## config.mk

```make
export PLATFORM = sky130hd
export DESIGN_NAME = lesf_scan
export DESIGN_NICKNAME = d
export VERILOG_FILES = /design/src/sv/lesf_pkg.sv /design/src/sv/lesf_scan.sv
export SDC_FILE = /design/constraint.sdc
export NUM_CORES = 1
export LEC_CHECK = 0
export BUFFER_PORTS_ARGS = -buffer_cell sky130_fd_sc_hd__buf_2
export CELL_PAD_IN_SITES_DETAIL_PLACEMENT = 0
export CELL_PAD_IN_SITES_GLOBAL_PLACEMENT = 1
export CORE_UTILIZATION = 43
export DETAILED_ROUTE_END_ITERATION = 12
export PLACE_DENSITY_LB_ADDON = 0.1
export REMOVE_ABC_BUFFERS = 1
export SYNTH_ARGS = -nofsm -noshare
export SYNTH_HDL_FRONTEND = slang
export SYNTH_SLANG_ARGS = --single-unit
```

## constraint.sdc

```tcl
create_clock -name i_clk -period 5 [get_ports i_clk]
set_clock_uncertainty 0.2 [all_clocks]
set_input_delay 0.25 -clock i_clk [delete_from_list [all_inputs] [get_ports i_clk]]
set_output_delay 0.25 -clock i_clk [all_outputs]
set_load 0.05 [all_outputs]
```

## src/sv/lesf_pkg.sv

```systemverilog
// Shared types and constants of the largest empty square finder.
// No dependencies; imported by every module of the block but lesf_ram.
package lesf_pkg;

    // configuration register indexes
    typedef logic [1:0] t_cfg_idx;
    localparam t_cfg_idx CFG_OBSTACLE = 2'd0;
    localparam t_cfg_idx CFG_ROWS     = 2'd1;
    localparam t_cfg_idx CFG_COLS     = 2'd2;

    localparam int CFG_DATA_W  = 11;
    localparam int CHAR_W      = 8;
    localparam int OUT_POS_W   = 10;
    localparam int OUT_SIDE_W  = 11;

    localparam logic [CHAR_W-1:0]     OBSTACLE_RST = 8'd111;
    localparam logic [CFG_DATA_W-1:0] COUNT_RST    = 11'd1;

    // control of the cell held in the compute stage
    typedef struct packed {
        logic vld;
        logic obst;
        logic grid_end;
    } t_cell_ctl;

endpackage

```

## src/sv/lesf_scan.sv

```systemverilog
// Front stage: configuration registers, raster position counters, input handshake
// and line-store read issue. Depends on lesf_pkg.
module lesf_scan
    import lesf_pkg::*;
#(
    parameter int MAX_COLS = 1024,
    parameter int MAX_ROWS = 1024,
    localparam int CW = (MAX_COLS > 1) ? $clog2(MAX_COLS) : 1,
    localparam int RW = (MAX_ROWS > 1) ? $clog2(MAX_ROWS) : 1
) (
    input  logic                  i_clk,
    input  logic                  i_rst_n,
    input  logic                  i_cfg_we,
    input  t_cfg_idx              i_cfg_idx,
    input  logic [CFG_DATA_W-1:0] i_cfg_data,
    input  logic                  i_valid,
    input  logic [CHAR_W-1:0]     i_cell_char,
    input  logic                  i_out_full,
    output logic                  o_stall,
    output logic                  o_rd_en,
    output logic [CW-1:0]         o_rd_addr,
    output t_cell_ctl             o_ctl,
    output logic [RW-1:0]         o_row,
    output logic [CW-1:0]         o_col
);
    localparam int CSW = $clog2(MAX_COLS + 1);
    localparam int RSW = $clog2(MAX_ROWS + 1);
    localparam int CCW = (CSW > CFG_DATA_W) ? CSW : CFG_DATA_W;
    localparam int RCW = (RSW > CFG_DATA_W) ? RSW : CFG_DATA_W;

    logic [CHAR_W-1:0]     r_obstacle;
    logic [CFG_DATA_W-1:0] r_rows_cfg;
    logic [CFG_DATA_W-1:0] r_cols_cfg;
    logic [RW-1:0]         r_row;
    logic [CW-1:0]         r_col;
    t_cell_ctl             r_ctl;
    logic [RW-1:0]         r_s1_row;
    logic [CW-1:0]         r_s1_col;

    logic [CCW-1:0] cols_cnt, cols_eff, col_next;
    logic [RCW-1:0] rows_cnt, rows_eff, row_next;
    logic           last_col, last_row, at_end, accept;

    always_ff @(posedge i_clk) begin
        if (!i_rst_n) begin
            r_obstacle <= OBSTACLE_RST;
            r_rows_cfg <= COUNT_RST;
            r_cols_cfg <= COUNT_RST;
        end else if (i_cfg_we) begin
            unique case (i_cfg_idx)
                CFG_OBSTACLE: r_obstacle <= i_cfg_data[CHAR_W-1:0];
                CFG_ROWS:     r_rows_cfg <= i_cfg_data;
                CFG_COLS:     r_cols_cfg <= i_cfg_data;
                default:      ;
            endcase
        end
    end

    // zero counts act as one, oversized counts as the maximum
    always_comb begin
        cols_cnt = (r_cols_cfg == '0) ? CCW'(1) : CCW'(r_cols_cfg);
        cols_eff = (cols_cnt > CCW'(MAX_COLS)) ? CCW'(MAX_COLS) : cols_cnt;
        rows_cnt = (r_rows_cfg == '0) ? RCW'(1) : RCW'(r_rows_cfg);
        rows_eff = (rows_cnt > RCW'(MAX_ROWS)) ? RCW'(MAX_ROWS) : rows_cnt;
        col_next = CCW'(r_col) + CCW'(1);
        row_next = RCW'(r_row) + RCW'(1);
        last_col = (col_next >= cols_eff);
        last_row = (row_next >= rows_eff);
        at_end   = last_col && last_row;
    end

    // hold off the grid-ending cell while an earlier result is still on its way out
    assign o_stall = at_end && (i_out_full || (r_ctl.vld && r_ctl.grid_end));
    assign accept  = i_valid && !o_stall;

    always_ff @(posedge i_clk) begin
        if (!i_rst_n) begin
            r_row     <= '0;
            r_col     <= '0;
            r_ctl.vld <= 1'b0;
        end else begin
            r_ctl.vld <= accept;
            if (accept) begin
                r_ctl.obst     <= (i_cell_char == r_obstacle);
                r_ctl.grid_end <= at_end;
                if (!last_col) begin
                    r_col <= CW'(col_next);
                end else begin
                    r_col <= '0;
                    r_row <= last_row ? '0 : RW'(row_next);
                end
            end
        end
    end

    always_ff @(posedge i_clk) begin
        if (accept) begin
            r_s1_row <= r_row;
            r_s1_col <= r_col;
        end
    end

    assign o_rd_en   = accept;
    assign o_rd_addr = r_col;
    assign o_ctl     = r_ctl;
    assign o_row     = r_s1_row;
    assign o_col     = r_s1_col;

endmodule

```

==> flow_summary.ini <==
[synth]
ys_warn_count = 0
postSynthAreaPerCell_sq_um = 9.47
syn-cell-area_sq_um = 3700
synth_common_cells = nand2_1 (58), dfxtp_1 (51), nor2_1 (37)
synthFlopType = dfxtp_1
yosys.area.top_type = dfxtp_1
synth-async-reset-ratio = 0
synth_edf_count = 22
synth_most_common_cell = nand2_1
synth.area.top_cells = dfxtp_1 (28%), edfxtp_1 (18%), ha_1 (8.1%)
synth_top_area_share = 0.276
syn_inst = 391
yosysSeqAreaShare = 0.454
ys_types = 49
synth_seq_cells = 73

[sta]
period_minus_slack_ps = 4230
drv_slew = 0
hold_slack_ps = 11.5
hold_violations = 0
min_period_over_period = 0.845
slew-limit-headroom = 0.337
tightest_slew_ps = 993
rsz0062_at_grt = no
fmax_ghz = 0.237
setup_viol = 0
fin_setup_tns_ps = 0

[worst_setup_path]
path_class = flip-flop to primary output
required_ps = 4550
worst_r2r_endpoint = o_col[3]
worstPathArrival_ps = 3780
r2r_setup_slack_ps = 1170
endpoint_kind = primary output
worstSetupStartpointType = flip-flop
reg2reg_from = o_rd_addr[0]
crit_path_end = o_rd_en
crit_fanout = 14
r2r_cells = 11
critPathLaunch = o_rd_addr[0]

[clock_network]
h-tree-depth = 3
cts_made_buffers = 9
clock-sinks = 73
post_cts_buffers = 0
cts_root_buffer = clkbuf_8
cts_tree = done
cts.clk_slew.worst_paths_ps = 90
clock_latency_ps = 350
clockBufferDepth = 2

[global_routing]
overflow = 0
antenna_found_initial = 0
grt_pass1_vias = 2750
grt_pass1_wl_um = 13900
gr-usage-all-layers = 0.207
grt_max_degree = 32

[floorplan]
die_w_um = 94.8
die-area_sq_um = 8980
start_util = 0.448
core_area_sq_um = 8260
rows = 33
pin_count = 61
die_h_um = 94.8

[route]
drc_errors = 0
vias = 3029
dr.first_iter.drc_count = 115
viasPerCell = 5.34
wl_per_cell_um = 15.5
drt-total-wl_um = 8790
dr.pass1.iters = 4
ant_nets = 0

[finish]
fill_cells = 791
utilization = 0.530
num_antenna_cells = 0
final_cell_area_sq_um = 4380
nets = 507
drive_above_1_share = 0.180
syn_to_final_growth_pct = 18.4

[power_and_ir_drop]
p_leak_nw = 1.92
vdd_drop_max_mv = 0.139
total_power_mw = 1.49
power.density_nw_per_um2 = 340

[placement]
dpl_cell_area_sq_um = 4070
port_buffers = 60
hpwl_um = 6390
gp_congestion = 0.857

[run_status]
status = finished, final reports clean

[hold_path]
hp-class = input port to flip-flop

[job]
max_cap_violations = 0
## sequential cells by signal, summed over array words and instances, names as in the netlist
name	count
r_obstacle	8
o_rd_addr	10
r_rows_cfg	11
r_row	10
r_cols_cfg	11
o_ctl	3
o_row	10
o_col	10
## area by class of cell
type	instances	area (sq um)	area share
multi-input cells	293	1910	0.436
flip-flops and latches	73	1680	0.384
repair buffers	72	415	0.0948
well taps	105	131	0.0300
clock buffers	10	128	0.0291
clock inverters	6	82.6	0.0189
inverters	8	30.0	0.00686
## kinds of logic after synthesis
family,after synthesis,synth area share
and+or+nand+nor,161,0.209
DFF,73,0.454
AOI/OAI and AO/OA,61,0.107
buffers and inverters,25,0.0291
muxes,25,0.0680
adders and majority gates,24,0.0811
xor gates and xnor gates,22,0.0521
## metrics by stage
stage / setup WS [ps] / instances
6_report: 774 / 567
2_1_floorplan: 840 / 374
3_3_place_gp: 1310 / 541
5_1_grt: 548 / 567
4_1_cts: 773 / 567
3_5_place_dp: 1190 / 541
## cell usage in the layout, fill, tap and decap left out, types with 5 or more instances in the layout
cell type / count
mux2i_1: 24
nor4_1: 5
o22ai_1: 8
clkbuf_8: 9
dfxtp_1: 51
dlygate4sd3_1: 10
buf_2: 60
and3_1: 5
nor2_1: 37
nand3b_1: 5
nand4_1: 15
ha_1: 24
o21ai_0: 10
inv_1: 6
nor2b_1: 7
nand2_1: 58
xnor2_1: 16
nand3_1: 12
a21oi_1: 18
xor2_1: 6
edfxtp_1: 22
## critical path, stage by stage, from the launching register on
cell      delay (ps)
dfxtp_1          480
ha_1             270
and3_1           250
and3_1           260
and3_1           260
xor2_1           170
ha_1             260
a21oi_1          150
o21ai_1          140
a21o_1           310
a21boi_4         500
buf_2            360
## report_power, final
group	leakage [nW]	internal (mW)	total [mW]	switching, mW
Combinational	1.19	0.0895	0.321	0.231
Sequential	0.636	0.649	0.668	0.0194
Clock	0.0976	0.278	0.499	0.221
Total	1.92	1.02	1.49	0.471
## layer usage
metal  GRT usage  share of wire  vias to the layer above
met4      0.0669          0.011                        0
met5           0              0                        -
li1            -              -                     1543
met3      0.0443          0.043                       11
met1       0.267           0.48                     1388
met2       0.342           0.46                       87
## how the worst min path moves through the flow
stage                  startpoint  cells past startpoint       endpoint  slack [ps]
global placement         r_row[6]                      0       o_row[6]         220
detailed placement       r_row[6]                      0       o_row[6]         240
CTS                 i_cfg_data[6]                      3  r_obstacle[6]          30
global route        i_cfg_data[6]                      3  r_obstacle[6]          20
floorplan                 i_rst_n                      1  r_cols_cfg[0]         110
finish              i_cfg_data[6]                      3  r_obstacle[6]          10
## what timing repair did
| item | in CTS | in global routing |
|---|---|---|
| resized for setup | 0 | 0 |
| hold buffers | 10 | 0 |
| endpoints found under the hold margin | 21 | 0 |
(Power assumes the default switching activity.)
