### src/sv/lesf_pkg.sv
// Shared types and constants of the largest empty square finder.
// No dependencies; imported by every module of the block but lesf_ram.
package lesf_pkg;

    // configuration register indexes
    typedef logic [1:0] t_cfg_idx;
    localparam t_cfg_idx CFG_OBSTACLE = 2'd0;
    localparam t_cfg_idx CFG_ROWS     = 2'd1;
    localparam t_cfg_idx CFG_COLS     = 2'd2;

    localparam int CFG_DATA_W  = 11;
    localparam int CHAR_W      = 8;
    localparam int OUT_POS_W   = 10;
    localparam int OUT_SIDE_W  = 11;

    localparam logic [CHAR_W-1:0]     OBSTACLE_RST = 8'd111;
    localparam logic [CFG_DATA_W-1:0] COUNT_RST    = 11'd1;

    // control of the cell held in the compute stage
    typedef struct packed {
        logic vld;
        logic obst;
        logic grid_end;
    } t_cell_ctl;

endpackage

### src/sv/lesf_dp.sv
// Compute stage: square-side recurrence, line-store write-back with bypass,
// running best and result register. Depends on lesf_pkg.
module lesf_dp
    import lesf_pkg::*;
#(
    parameter int MAX_COLS = 1024,
    parameter int MAX_ROWS = 1024,
    localparam int CW = (MAX_COLS > 1) ? $clog2(MAX_COLS) : 1,
    localparam int RW = (MAX_ROWS > 1) ? $clog2(MAX_ROWS) : 1,
    localparam int SW = $clog2(MAX_COLS + 1)
) (
    input  logic                  i_clk,
    input  logic                  i_rst_n,
    input  t_cell_ctl             i_ctl,
    input  logic [RW-1:0]         i_row,
    input  logic [CW-1:0]         i_col,
    input  logic [SW-1:0]         i_rd_data,
    input  logic                  i_rd_en,
    input  logic [CW-1:0]         i_rd_addr,
    input  logic                  i_stall,
    output logic                  o_wr_en,
    output logic [CW-1:0]         o_wr_addr,
    output logic [SW-1:0]         o_wr_data,
    output logic                  o_valid,
    output logic [OUT_POS_W-1:0]  o_best_row,
    output logic [OUT_POS_W-1:0]  o_best_col,
    output logic [OUT_SIDE_W-1:0] o_best_side
);
    localparam int PW = (RW > SW) ? RW : SW;

    logic          r_fwd_hit;
    logic [SW-1:0] r_fwd_data;
    logic [SW-1:0] r_left;
    logic [SW-1:0] r_diag;
    logic [SW-1:0] r_best_side;
    logic [RW-1:0] r_best_row;
    logic [CW-1:0] r_best_col;
    logic          r_out_vld;
    logic [SW-1:0] r_out_side;
    logic [RW-1:0] r_out_row;
    logic [CW-1:0] r_out_col;

    logic [SW-1:0] up_raw, up, left, diag, m_ud, m_all, side_free, side;
    logic [PW-1:0] row_x, col_x, cap;
    logic          better;
    logic [SW-1:0] n_best_side;
    logic [RW-1:0] n_best_row;
    logic [CW-1:0] n_best_col;

    always_comb begin
        up_raw    = r_fwd_hit ? r_fwd_data : i_rd_data;
        up        = (i_row != '0) ? up_raw : '0;
        left      = (i_col != '0) ? r_left : '0;
        diag      = ((i_row != '0) && (i_col != '0)) ? r_diag : '0;
        m_ud      = (up < diag) ? up : diag;
        m_all     = (left < m_ud) ? left : m_ud;
        side_free = m_all + SW'(1);
        row_x     = PW'(i_row);
        col_x     = PW'(i_col);
        // cap at the largest square that fits above and to the left
        cap       = ((row_x < col_x) ? row_x : col_x) + PW'(1);
        if (i_ctl.obst) begin
            side = '0;
        end else begin
            side = (PW'(side_free) > cap) ? SW'(cap) : side_free;
        end

        better      = i_ctl.vld && (side > r_best_side);
        n_best_side = r_best_side;
        n_best_row  = r_best_row;
        n_best_col  = r_best_col;
        if (better) begin
            n_best_side = side;
            n_best_row  = RW'(row_x + PW'(1) - PW'(side));
            n_best_col  = CW'(col_x + PW'(1) - PW'(side));
        end
    end

    assign o_wr_en   = i_ctl.vld;
    assign o_wr_addr = i_col;
    assign o_wr_data = side;

    // bypass a write-back that lands on the entry read at the same edge
    always_ff @(posedge i_clk) begin
        r_fwd_hit  <= i_ctl.vld && i_rd_en && (i_rd_addr == i_col);
        r_fwd_data <= side;
        if (i_ctl.vld) begin
            r_left <= side;
            r_diag <= up;
        end
    end

    always_ff @(posedge i_clk) begin
        if (!i_rst_n) begin
            r_best_side <= '0;
            r_best_row  <= '0;
            r_best_col  <= '0;
            r_out_vld   <= 1'b0;
        end else begin
            if (i_ctl.vld && i_ctl.grid_end) begin
                r_best_side <= '0;
                r_best_row  <= '0;
                r_best_col  <= '0;
                r_out_vld   <= 1'b1;
            end else begin
                r_best_side <= n_best_side;
                r_best_row  <= n_best_row;
                r_best_col  <= n_best_col;
                if (r_out_vld && !i_stall) begin
                    r_out_vld <= 1'b0;
                end
            end
        end
    end

    always_ff @(posedge i_clk) begin
        if (i_ctl.vld && i_ctl.grid_end) begin
            r_out_side <= n_best_side;
            r_out_row  <= n_best_row;
            r_out_col  <= n_best_col;
        end
    end

    assign o_valid     = r_out_vld;
    assign o_best_row  = OUT_POS_W'(r_out_row);
    assign o_best_col  = OUT_POS_W'(r_out_col);
    assign o_best_side = OUT_SIDE_W'(r_out_side);

endmodule

### config.mk
export PLATFORM = sky130hd
export DESIGN_NAME = lesf_dp
export DESIGN_NICKNAME = d
export VERILOG_FILES = /design/src/sv/lesf_pkg.sv /design/src/sv/lesf_dp.sv
export SDC_FILE = /design/constraint.sdc
export NUM_CORES = 1
export LEC_CHECK = 0
export ABC_AREA = 1
export BUFFER_PORTS_ARGS = -buffer_cell sky130_fd_sc_hd__buf_2
export CORE_MARGIN = 3
export CORE_UTILIZATION = 40
export CTS_CLUSTER_SIZE = 28
export DETAILED_ROUTE_END_ITERATION = 10
export PLACE_DENSITY_LB_ADDON = 0.3
export SLEW_MARGIN = 5
export SYNTH_ARGS = -nofsm -noshare
export SYNTH_HDL_FRONTEND = slang
export SYNTH_SLANG_ARGS = --single-unit
### constraint.sdc
create_clock -name i_clk -period 27.5 [get_ports i_clk]
set_input_delay 2.75 -clock i_clk [delete_from_list [all_inputs] [get_ports i_clk]]
set_output_delay 2.75 -clock i_clk [all_outputs]
set_load 0.1 [all_outputs]
==> flow_summary.json <==
{
  "status": "finished, final reports clean",
  "start_kind": "input port",
  "synth.area.top_cells": "edfxtp_1 (23%), ha_1 (16%), dfxtp_1 (13%)",
  "grt_max_degree": 35,
  "postSynthCellCount": 842,
  "drive_gt1_share_pct": 22.31,
  "tns_ns": 0,
  "grt_pass1_wl_um": 29240,
  "firstDrtPassIters": 5,
  "place_ws_ns": 14.14,
  "critPathMaxStageDelay_ns": 0.61,
  "yosysTopAreaCell": "edfxtp_1",
  "dpl_cell_area_um2": 7595,
  "arrival_ns": 10.72,
  "io_buffers": 101,
  "ys_seq_area_share_pct": 35.31,
  "core_area_um2": 16880,
  "postSynthAreaPerCell_um2": 8.316,
  "stdcell_area_um2": 7918,
  "die-area_um2": 19130,
  "post_cts_buffers": 0,
  "hold_buffers": 0,
  "post-route-drc-count": 0,
  "cts_buffer_depth": 2,
  "hold_viol": 0,
  "dieWidth_um": 138.3,
  "hpwl_um": 14180,
  "crit_path_end_kind": "output pin",
  "antennaDiodeCount": 0,
  "critical_path.slowest_cell": "nor2_1",
  "hold_class": "reg2reg",
  "fmax_mhz": 74.25,
  "multiInputGateArea_um2": 3809,
  "maxCapViolCount": 0,
  "tritoncts": "yes",
  "crit_required_ns": 24.75,
  "ys_warn_count": 0,
  "worst_r2r_startpoint": "r_fwd_hit",
  "vias_per_cell": 4.882,
  "start_util_pct": 41.49,
  "antenna_found_initial": 0,
  "detail-route-antenna-nets": 0,
  "seq_area_um2": 2472,
  "worstSkewPairLatency_ns": 0.35,
  "rr_endpoint": "o_best_side[8]",
  "r2r_setup_slack_ns": 17.58,
  "synthesis.area_um2": 7002,
  "min_period_ns": 13.47,
  "num_rows": 47,
  "wl_per_cell_um": 15.62,
  "ys_types": 53,
  "criticalPathCategory": "in2out",
  "area_delta_synth_final_pct": 13.08,
  "grt_pass1_vias": 5511,
  "htree_levels": 3,
  "worst_r2r_path_depth": 54,
  "die_height_um": 138.3,
  "nets": 1069,
  "min_from": "o_valid",
  "synth.top_cell.area_share_pct": 22.73,
  "cts_resized": 0,
  "crit_top_cell": "nand2_1",
  "ys.flop_type": "edfxtp_1",
  "setup_slack_ns": 14.03,
  "gr-total-overflow": 0,
  "slew_headroom_pct": 31.91,
  "routed_wl_um": 18080,
  "gp_congestion": 0.9058,
  "synth_edf_count": 53,
  "skew_ns": 0.01809,
  "finalSetupViolations": 0,
  "drt_iter0_drc": 353,
  "min_period_over_period_pct": 48.98,
  "report.final.slew_viol_count": 0,
  "path_clk_slew_ns": 0.07,
  "routed-via-count": 5649,
  "clockRootBuffer": "clkbuf_16",
  "grt_use_total_pct": 19.02,
  "whs_path_depth": 2,
  "n_fill_cell": 1693,
  "critPathBufInv": 12,
  "holdPathEnd": "o_valid",
  "crit_family": "simple AND/OR/NAND/NOR gates",
  "ys_ff_latch": 97,
  "boundaryPins": 102,
  "rsz0062_at_grt": "no",
  "clkSinkCount": 97,
  "cts_buffers": 9,
  "synth_fp_nets": 979,
  "synth-async-reset-ratio_pct": 0,
  "worst-slew-pin-transition_ns": 1.020,
  "cp_max_fo": 14
}
-- state kept, by name, indices dropped and copies added, names as in the netlist --
register and flops:
o_best_col 10, o_best_row 10, o_best_side 11, o_valid 1, r_best_col 10, r_best_row 10, r_best_side 11, r_diag 11
r_fwd_data 11, r_fwd_hit 1, r_left 11
-- per-layer routing --
| layer | vias to the layer above | global-route usage, % | share of wire (%) |
|---|---|---|---|
| li1 | 2942 | - | - |
| met4 | 0 | 4.472 | 1.8 |
| met2 | 138 | 31.58 | 47 |
| met5 | - | 0 | 0 |
| met3 | 24 | 3.557 | 4.8 |
| met1 | 2545 | 25.84 | 46 |
-- worst max-delay path by stage --
| stage | slack, ns | start | end | cells after the start |
|---|---|---|---|---|
| global placement | 14.39 | i_row[9] | o_wr_data[8] | 48 |
| finish | 14.03 | i_row[9] | o_wr_data[8] | 48 |
| floorplan | 14.39 | i_row[7] | o_wr_data[1] | 45 |
| detailed placement | 14.14 | i_row[9] | o_wr_data[8] | 48 |
| CTS | 14.07 | i_row[9] | o_wr_data[8] | 48 |
| global route | 13.10 | i_row[9] | o_wr_data[8] | 48 |
-- per-stage QoR --
stage	cells	util [%]	hold WS [ns]
6_report	1157	46.91	0.4609
5_1_grt	1157	46.91	0.4943
4_1_cts	1157	46.91	0.4641
3_5_place_dp	1141	45.00	0.4545
3_3_place_gp	1141	45.00	0.4527
2_1_floorplan	842	-	0.4493
-- cell usage in the layout, fill, tap and decap left out, types with 3 or more instances in the layout --
cell       instances
a21oi_1           57
a21oi_2            7
buf_2            101
buf_4              8
clkbuf_16          9
dfxtp_1           44
edfxtp_1          53
ha_1              87
inv_1            114
inv_2             12
inv_6              4
nand2_1          167
nand2_2           12
nand2_4            8
nand3_1           22
nand3_2           10
nand3b_1           3
nand4_1            6
nor2_1            64
nor2_2             3
nor3_1            13
o21ai_0           37
o21ai_1            5
o21ai_2            5
o21bai_1           8
or2_1              3
or2_2             17
xnor2_1            4
xor2_1            24
-- kinds of logic after synthesis --
logic type / count (synthesis) / share of synthesized area [%]
AO/OA/AOI/OAI: 135 / 11.72
XOR/XNOR: 29 / 3.735
adder cells (fa/ha/maj): 89 / 16.12
buffers and inverters: 156 / 10.29
flip-flops: 97 / 35.31
AND/OR/NAND/NOR: 336 / 22.82
-- synth_stat cells, drive strengths merged (3+ instances only) --
| master | number |
|---|---|
| nand2 | 187 |
| inv | 126 |
| ha | 87 |
| nor2 | 70 |
| a21oi | 64 |
| edfxtp | 53 |
| o21ai | 49 |
| dfxtp | 44 |
| nand3 | 32 |
| xor2 | 25 |
| or2 | 20 |
| buf | 16 |
| nor3 | 14 |
| clkbuf | 13 |
| o21bai | 9 |
| nand4 | 7 |
| xnor2 | 4 |
| nand3b | 3 |
-- cell type report --
cell class                      instances  area share [%]
Clock buffer                            9           2.845
Clock inverter                          7           1.233
Inverter                              126           5.973
Multi-Input combinational cell        589           48.10
Sequential cell                        97           31.23
Tap cell                              220           3.477
Timing Repair Buffer                  109           7.143
-- worst reg2reg max path, delay by kind of cell (launching register included) --
kind	cells	cell delay, ns
buffers and inverters	10	2.08
flip-flops	1	0.46
adder cells (fa/ha/maj)	5	1.48
AND/OR/NAND/NOR	24	3.51
AO/OA/AOI/OAI	15	2.23
Power is not shown: default switching activity piles up to over one toggle a cycle in this logic, so the estimate is an artifact.
